===== config.mk =====
export PLATFORM = sky130hd
export DESIGN_NAME = cau_divider
export DESIGN_NICKNAME = d
export VERILOG_FILES = /design/src/cau_pkg.sv /design/src/cau_divider.sv
export SDC_FILE = /design/constraint.sdc
export NUM_CORES = 2
export LEC_CHECK = 0
export BUFFER_PORTS_ARGS = -buffer_cell sky130_fd_sc_hd__buf_4
export CAP_MARGIN = 30
export CORE_MARGIN = 2
export CORE_UTILIZATION = 60
export CTS_BUF_LIST = sky130_fd_sc_hd__clkbuf_4 sky130_fd_sc_hd__clkbuf_8 sky130_fd_sc_hd__clkbuf_16
export CTS_CLUSTER_DIAMETER = 100
export DETAILED_ROUTE_END_ITERATION = 10
export MAX_ROUTING_LAYER = met4
export PLACE_DENSITY_LB_ADDON = 0.1
export RECOVER_POWER = 25
export SLEW_MARGIN = 20
export SYNTH_ARGS = -nofsm -noshare
export SYNTH_HDL_FRONTEND = slang
export SYNTH_SLANG_ARGS = --single-unit

===== constraint.sdc =====
create_clock -name clock -period 16.96 [get_ports clock]
set_clock_uncertainty 0.1 [all_clocks]
set_input_delay 4.24 -clock clock [delete_from_list [all_inputs] [get_ports clock]]
set_output_delay 4.24 -clock clock [all_outputs]
set_load 0.01 [all_outputs]

===== src/cau_pkg.sv =====
`timescale 1ns / 1ps
// ----------------------------------------------------------------------------
// cau_pkg
// shared constants and codes of the complex arithmetic unit
// ----------------------------------------------------------------------------
package cau_pkg;

   localparam int DataWidthDefault = 16;
   localparam int FracBitsDefault  = 8;

   typedef enum logic [1:0] {
      FUNC_ADD = 2'd0,
      FUNC_SUB = 2'd1,
      FUNC_MUL = 2'd2,
      FUNC_DIV = 2'd3
   } func_type;

   typedef enum logic [1:0] {
      STAT_OK  = 2'd0,
      STAT_SAT = 2'd1,
      STAT_DBZ = 2'd2,
      STAT_RSV = 2'd3
   } status_type;

endpackage


===== src/cau_divider.sv =====
`timescale 1ns / 1ps
// ----------------------------------------------------------------------------
// cau_divider
// pipelined restoring divider, BitsPerStage quotient bits per stage, with a
// saturation flag for quotients above the data range
// ----------------------------------------------------------------------------
module cau_divider import cau_pkg::*; #(
   parameter int NumWidth = 33,
   parameter int DenWidth = 32,
   parameter int QuoWidth = 24,
   parameter int BitsPerStage = 4,
   parameter int SideWidth = 8
) (
   input  logic                 clock,
   input  logic                 reset,
   input  logic                 enable,
   input  logic                 in_valid,
   input  logic [NumWidth-1:0]  in_num,
   input  logic [DenWidth-1:0]  in_den,
   input  logic [SideWidth-1:0] in_side,
   output logic                 out_valid,
   output logic [QuoWidth-1:0]  out_quo,
   output logic                 out_big,
   output logic [SideWidth-1:0] out_side
);

   localparam int Stages = (QuoWidth + BitsPerStage - 1) / BitsPerStage;
   localparam int RemWidth = DenWidth + 1;
   localparam int ShWidth = Stages * BitsPerStage;
   localparam int ExtWidth = NumWidth + ShWidth;

   logic [ExtWidth-1:0]  num_ext;
   logic                 big_in;

   logic                 vld_ff  [1:Stages];
   logic                 big_ff  [1:Stages];
   logic [ShWidth-1:0]   num_ff  [1:Stages];
   logic [RemWidth-1:0]  rem_ff  [1:Stages];
   logic [DenWidth-1:0]  den_ff  [1:Stages];
   logic [ShWidth-1:0]   quo_ff  [1:Stages];
   logic [SideWidth-1:0] side_ff [1:Stages];

   // upper numerator bits seed the remainder; a seed not below the
   // divisor means the quotient does not fit
   assign num_ext = ExtWidth'(in_num);
   assign big_in  = (num_ext >> ShWidth) >= ExtWidth'(in_den);

   // quotient bits are formed msb first over the low numerator bits
   for (genvar s = 0; s < Stages; s++) begin : g_stage
      logic                 src_vld, src_big;
      logic [ShWidth-1:0]   src_num, src_quo;
      logic [RemWidth-1:0]  src_rem;
      logic [DenWidth-1:0]  src_den;
      logic [SideWidth-1:0] src_side;
      logic [RemWidth-1:0]  rem_in;
      logic [ShWidth-1:0]   num_in;
      logic [ShWidth-1:0]   quo_in;
      logic [RemWidth:0]    trial;

      if (s == 0) begin : g_head
         assign src_vld  = in_valid;
         assign src_big  = big_in;
         assign src_num  = num_ext[ShWidth-1:0];
         assign src_rem  = RemWidth'(num_ext >> ShWidth);
         assign src_den  = in_den;
         assign src_quo  = '0;
         assign src_side = in_side;
      end else begin : g_tail
         assign src_vld  = vld_ff[s];
         assign src_big  = big_ff[s];
         assign src_num  = num_ff[s];
         assign src_rem  = rem_ff[s];
         assign src_den  = den_ff[s];
         assign src_quo  = quo_ff[s];
         assign src_side = side_ff[s];
      end

      always_comb begin
         rem_in = src_rem;
         num_in = src_num;
         quo_in = src_quo;
         trial  = '0;
         for (int k = 0; k < BitsPerStage; k++) begin
            trial = {rem_in, num_in[ShWidth-1]};
            num_in = {num_in[ShWidth-2:0], 1'b0};
            quo_in = {quo_in[ShWidth-2:0], 1'b0};
            if (trial >= {2'b0, src_den}) begin
               trial = trial - {2'b0, src_den};
               quo_in[0] = 1'b1;
            end
            rem_in = trial[RemWidth-1:0];
         end
      end
      always_ff @(posedge clock) begin
         if (reset) begin
            vld_ff[s+1] <= 1'b0;
         end else if (enable) begin
            vld_ff[s+1] <= src_vld;
         end
         if (enable) begin
            big_ff[s+1]  <= src_big;
            num_ff[s+1]  <= num_in;
            rem_ff[s+1]  <= rem_in;
            den_ff[s+1]  <= src_den;
            quo_ff[s+1]  <= quo_in;
            side_ff[s+1] <= src_side;
         end
      end
   end

   assign out_valid = vld_ff[Stages];
   assign out_quo   = quo_ff[Stages][QuoWidth-1:0];
   assign out_big   = big_ff[Stages] || ((ShWidth > QuoWidth) ?
                      |(quo_ff[Stages] >> QuoWidth) : 1'b0);
   assign out_side  = side_ff[Stages];

endmodule


# Word level (Yosys, flattened, before mapping)
# Memories as Yosys holds them, arrays and structs flattened.
# Index checks and enable logic that the tools add are counted.
[totals]
out_inout_bits = 34
n_memories = 7
ram_bits = 714
inputBits = 77
wordCells = 122
regBits = 0
[memory_table]
columns = ["name", "words", "word_bits", "rd", "rd_ports_with_merged_regs", "wr", "line", "source"]
rows = [
  ["rem_ff", 6, 33, 5, 0, 6, "cau_divider.sv:38", "logic [RemWidth-1:0] rem_ff [1:Stages];"],
  ["den_ff", 6, 32, 5, 0, 6, "cau_divider.sv:39", "logic [DenWidth-1:0] den_ff [1:Stages];"],
  ["quo_ff", 6, 24, 6, 0, 6, "cau_divider.sv:40", "logic [ShWidth-1:0] quo_ff [1:Stages];"],
  ["num_ff", 6, 20, 5, 0, 6, "cau_divider.sv:37", "logic [ShWidth-1:0] num_ff [1:Stages];"],
  ["side_ff", 6, 8, 6, 0, 6, "cau_divider.sv:41", "logic [SideWidth-1:0] side_ff [1:Stages];"],
  ["big_ff", 6, 1, 6, 0, 6, "cau_divider.sv:36", "logic big_ff [1:Stages];"],
  ["1 more memories", "--", "--", "--", "--", "--", "--", ""],
]
[op_classes]
order_cmp = 25
mux = 60
bitwise_logic = 6
n_addsub = 24
[ops]
columns = ["op", "n"]
rows = [
  ["two-way mux 33 bit", 24],
  ["greater-or-equal comparator 34 x 32 -> 1 bit", 23],
  ["subtractor 33 x 32 -> 33 bit", 23],
  ["two-way mux 1 bit", 36],
  ["subtractor 10 x 32 -> 33 bit", 1],
  ["greater-or-equal comparator 10 x 32 -> 1 bit", 1],
  ["greater-or-equal comparator 9 x 32 -> 1 bit", 1],
  ["bitwise OR 1 bit", 6],
]

# Depth between registers and ports, before layout
# An unclocked memory read counts as a cell.
[depth]
word_depth = 9
mapped_depth = 62
mapped_depth_nobuf = 53

# Worst setup path before layout
# OpenSTA, ideal clock, no wires.
[synth_path]
path_type = "in2reg"
start = "input port in_den[1]"
end = "register, netlist name rem_ff[0][57]"
setup_time_ps = 260
t_required_ps = 16600
arrival_ps = 15438
cell_stages = 52
slack_ps = 1162
n_path_buf = 7
path_cell_list = "inv_1 ha_1 nor2b_1 o21a_1 o2111a_1 o21a_1 or2_2 o21ai_1 clkbuf_1 nand2_1 o31ai_1 ha_1 and4_1 and4_1 a41o_1 a31o_2 a211o_1 nor3_1 [16 not listed] nor2_1 a21oi_1 fa_1 a21o_1 a21oi_1 nor2_1 o31a_1 o21ai_1 o221ai_1 a2111oi_0 and3b_1 o41ai_1 nor3_1 a211oi_1 nand2b_1 clkbuf_1 clkbuf_1 mux2_2"
[synth_rtl]
columns = ["element", "line", "source"]
rows = [
  ["from (decl)", "cau_divider.sv:19", "input logic [DenWidth-1:0] in_den,"],
]

==> flow_metrics.py <==
metrics = {
    "outcome": {
        "status": "completed",
    },
    "place": {
        "dp_slack_ns": 0.396,
        "place_congestion": 1.00,
        "dp_hpwl_mm": 152,
        "io_buffers": 110,
    },
    "critical_path": {
        "crit_buf_inv": 7,
        "r2r-start": "den_ff[0][33]$_DFFE_PP_",
        "start_kind": "input pin",
        "critPathLaunch": "in_den[1]",
        "max_stage_delay_ns": 0.55,
        "cpMostUsedCell": "a21oi_1",
        "setup.worst_path.end": "rem_ff[0][35]$_DFFE_PP_",
        "reg2regPathDepth": 49,
        "r2r_setup_slack_ns": 1.57,
        "crit_type": "input pin to flop",
        "cp_max_fo": 33,
        "r2r_end": "rem_ff[0][76]$_DFFE_PP_",
        "cp.required_ns": 17.25,
        "worst-path-stages": 49,
        "crit_family": "compound AO/OA/AOI/OAI gates",
        "slowest_stage": "a2111oi_1",
        "worstPathArrival_ns": 16.34,
        "end_kind": "flop",
    },
    "sta": {
        "fin_crit_ns": 16.05,
        "setup_ws_ns": 0.907,
        "finalCritPeriodShare": 0.947,
        "setup_viol_count_final": 0,
        "relSlewSlack": 0.342,
        "hold_violations": 0,
        "holdWs_ns": 0.306,
        "grt_setup_unrepaired": "no",
        "finalMaxSlewViolations": 0,
        "max_freq_ghz": 0.0623,
        "tightest_slew_ns": 0.974,
        "setup_tns_ns": 0,
    },
    "clock_network": {
        "clk_latency_ns": 0.65,
        "cts_sinks": 529,
        "path_clk_slew_ns": 0.07,
        "cts_setup_buffers": 0,
        "cts_made_buffers": 66,
        "cts_tree": "done",
        "htreeDepth": 3,
        "cts_root_buf": "clkbuf_16",
        "clock_path_buffers": 3,
    },
    "drt": {
        "drt_iter0_drc": 4570,
        "wirelength_mm": 188,
        "avgViaCountPerCell": 6.37,
        "wl_per_cell_um": 22.1,
        "drc": 0,
        "ant_nets": 0,
        "firstDrtPassIters": 8,
        "via_count": 54100,
    },
    "yosys": {
        "synth_edf_count": 529,
        "synthFlopType": "edfxtp_1",
        "syn-num-nets": 7881,
        "yosysUniqueCellTypes": 90,
        "synth_largest_area_cell": "edfxtp_1",
        "postSynthAreaPerCell_um2": 8.65,
        "synth_seq_cells": 529,
        "async_reset_ff_frac": 0,
        "synth-seq-area-share": 0.261,
        "synthTopCellsByArea": "edfxtp_1, ha_1, a21oi_1, mux2_2, xnor2_1",
        "synth_cells": 7026,
        "syn_area_mm2": 0.0607,
        "ys.warnings.count": 0,
        "ys_top_cells_by_count": "ha_1, a21oi_1, nand2_1, edfxtp_1, nor2_1",
        "synth_most_common_cell": "ha_1",
        "synth_top_area_frac": 0.261,
    },
    "floorplan": {
        "die_area_mm2": 0.104,
        "die_y_um": 322,
        "core_mm2": 0.100,
        "num_io_pins": 111,
        "start_util": 0.606,
        "rows": 116,
        "die-width_um": 322,
    },
    "min_path": {
        "hp-class": "flop to flop",
    },
    "final_layout": {
        "drive_above_1_share": 0.0910,
        "fin_nets": 7947,
        "multiInputGateArea_mm2": 0.0426,
        "synthToLayoutAreaGrowth_pct": 7.77,
        "regArea_mm2": 0.0159,
        "nFillCells": 8562,
    },
    "global_routing": {
        "grt_pass1_vias": 51100,
        "grt_use_total": 0.365,
        "grt_start_max_net_pins": 175,
        "grt_pass1_wl_mm": 287,
        "overflow": 0,
        "top_usage_layer": "met2",
        "use_met2": 0.610,
        "antenna_found_initial": 6,
        "globalRouteMet1Util": 0.419,
        "use_met3": 0.0511,
    },
    "flow_run": {
        "maxCapViolCount": 0,
    },
}
placed cells by master (no fill, tap or decap), types with 69 or more instances in the layout:
cell and n:
a21o_1 349, a21oi_1 699, a31oi_1 73, buf_4 152, clkbuf_16 69, edfxtp_1 529
ha_1 755, inv_1 452, mux2_2 301, nand2_1 532, nand2b_1 104, nand3_1 131
nand4_1 119, nor2_1 511, nor2b_1 96, nor3_1 108, o21a_1 128, o21ai_0 503
o21bai_1 92, xnor2_1 385, xor2_1 205
how the worst min path moves through the flow:
stage | startpoint | endpoint | slack (ns) | cells past startpoint
floorplan | big_ff[0][1]$_DFFE_PP_ | big_ff[0][2]$_DFFE_PP_ | 0.30 | 0
global placement | num_ff[0][46]$_DFFE_PP_ | num_ff[0][70]$_DFFE_PP_ | 0.30 | 0
detailed placement | num_ff[0][21]$_DFFE_PP_ | num_ff[0][45]$_DFFE_PP_ | 0.30 | 0
CTS | num_ff[0][46]$_DFFE_PP_ | num_ff[0][70]$_DFFE_PP_ | 0.31 | 0
global route | side_ff[0][26]$_DFFE_PP_ | side_ff[0][34]$_DFFE_PP_ | 0.32 | 0
finish | num_ff[0][46]$_DFFE_PP_ | num_ff[0][70]$_DFFE_PP_ | 0.31 | 0
per-stage QoR:
step           utilization  std cells  instance area (um^2)
6_report             0.653       8500                 65500
5_1_grt              0.653       8499                 65500
4_1_cts              0.653       8498                 65500
3_5_place_dp         0.630       8380                 63100
3_3_place_gp         0.629       8378                 63100
2_1_floorplan            -       7026                 60700
repair_timing:
item,CTS,global route
gates resized for setup,0,2
setup endpoints to repair,0,32
hold buffers,0,0
worst register-to-register path: cells and delay by family, from the launching register on:
kind	cells	cell delay, ns
mux	1	0.39
buf+inv	6	1.74
fa+ha+maj	4	1.82
flops	1	0.54
compound gates	30	8.96
simple gates	8	1.58
cells by family (layout without fill, tap and decap cells):
kind of cell             Yosys count  in the layout  share of synthesized area
AO/OA/AOI/OAI                   2283           2283                      0.238
AND/OR/NAND/NOR                 1860           1860                      0.146
adder cells (fa/ha/maj)          778            778                      0.163
buffers and inverters            618            734                     0.0388
XOR/XNOR                         590            590                     0.0851
flip-flops                       529            529                      0.261
multiplexers                     368            368                     0.0674
other                              0              1                          0
registers in the layout (all words and copies together) (netlist names):
signal   cells
rem_ff     165
big_ff       6
vld_ff       6
side_ff     48
quo_ff      84
den_ff     160
num_ff      60
metal layers:
metal | vias to the layer above | wire (um)
li1 | 26300 | -
met1 | 25400 | 74600
met5 | - | 0
met2 | 1893 | 89500
met3 | 558 | 11300
met4 | 0 | 12900
area by class of cell:
type / count / area share
Antenna cell: 1 / 0.0000382
Clock buffer: 76 / 0.0272
Clock inverter: 42 / 0.00822
Inverter: 457 / 0.0262
Multi-Input combinational cell: 5879 / 0.650
Sequential cell: 529 / 0.243
Tap cell: 1357 / 0.0259
Timing Repair Buffer: 159 / 0.0195
Power is not shown: default switching activity piles up to over one toggle a cycle in this logic, so the estimate is an artifact.
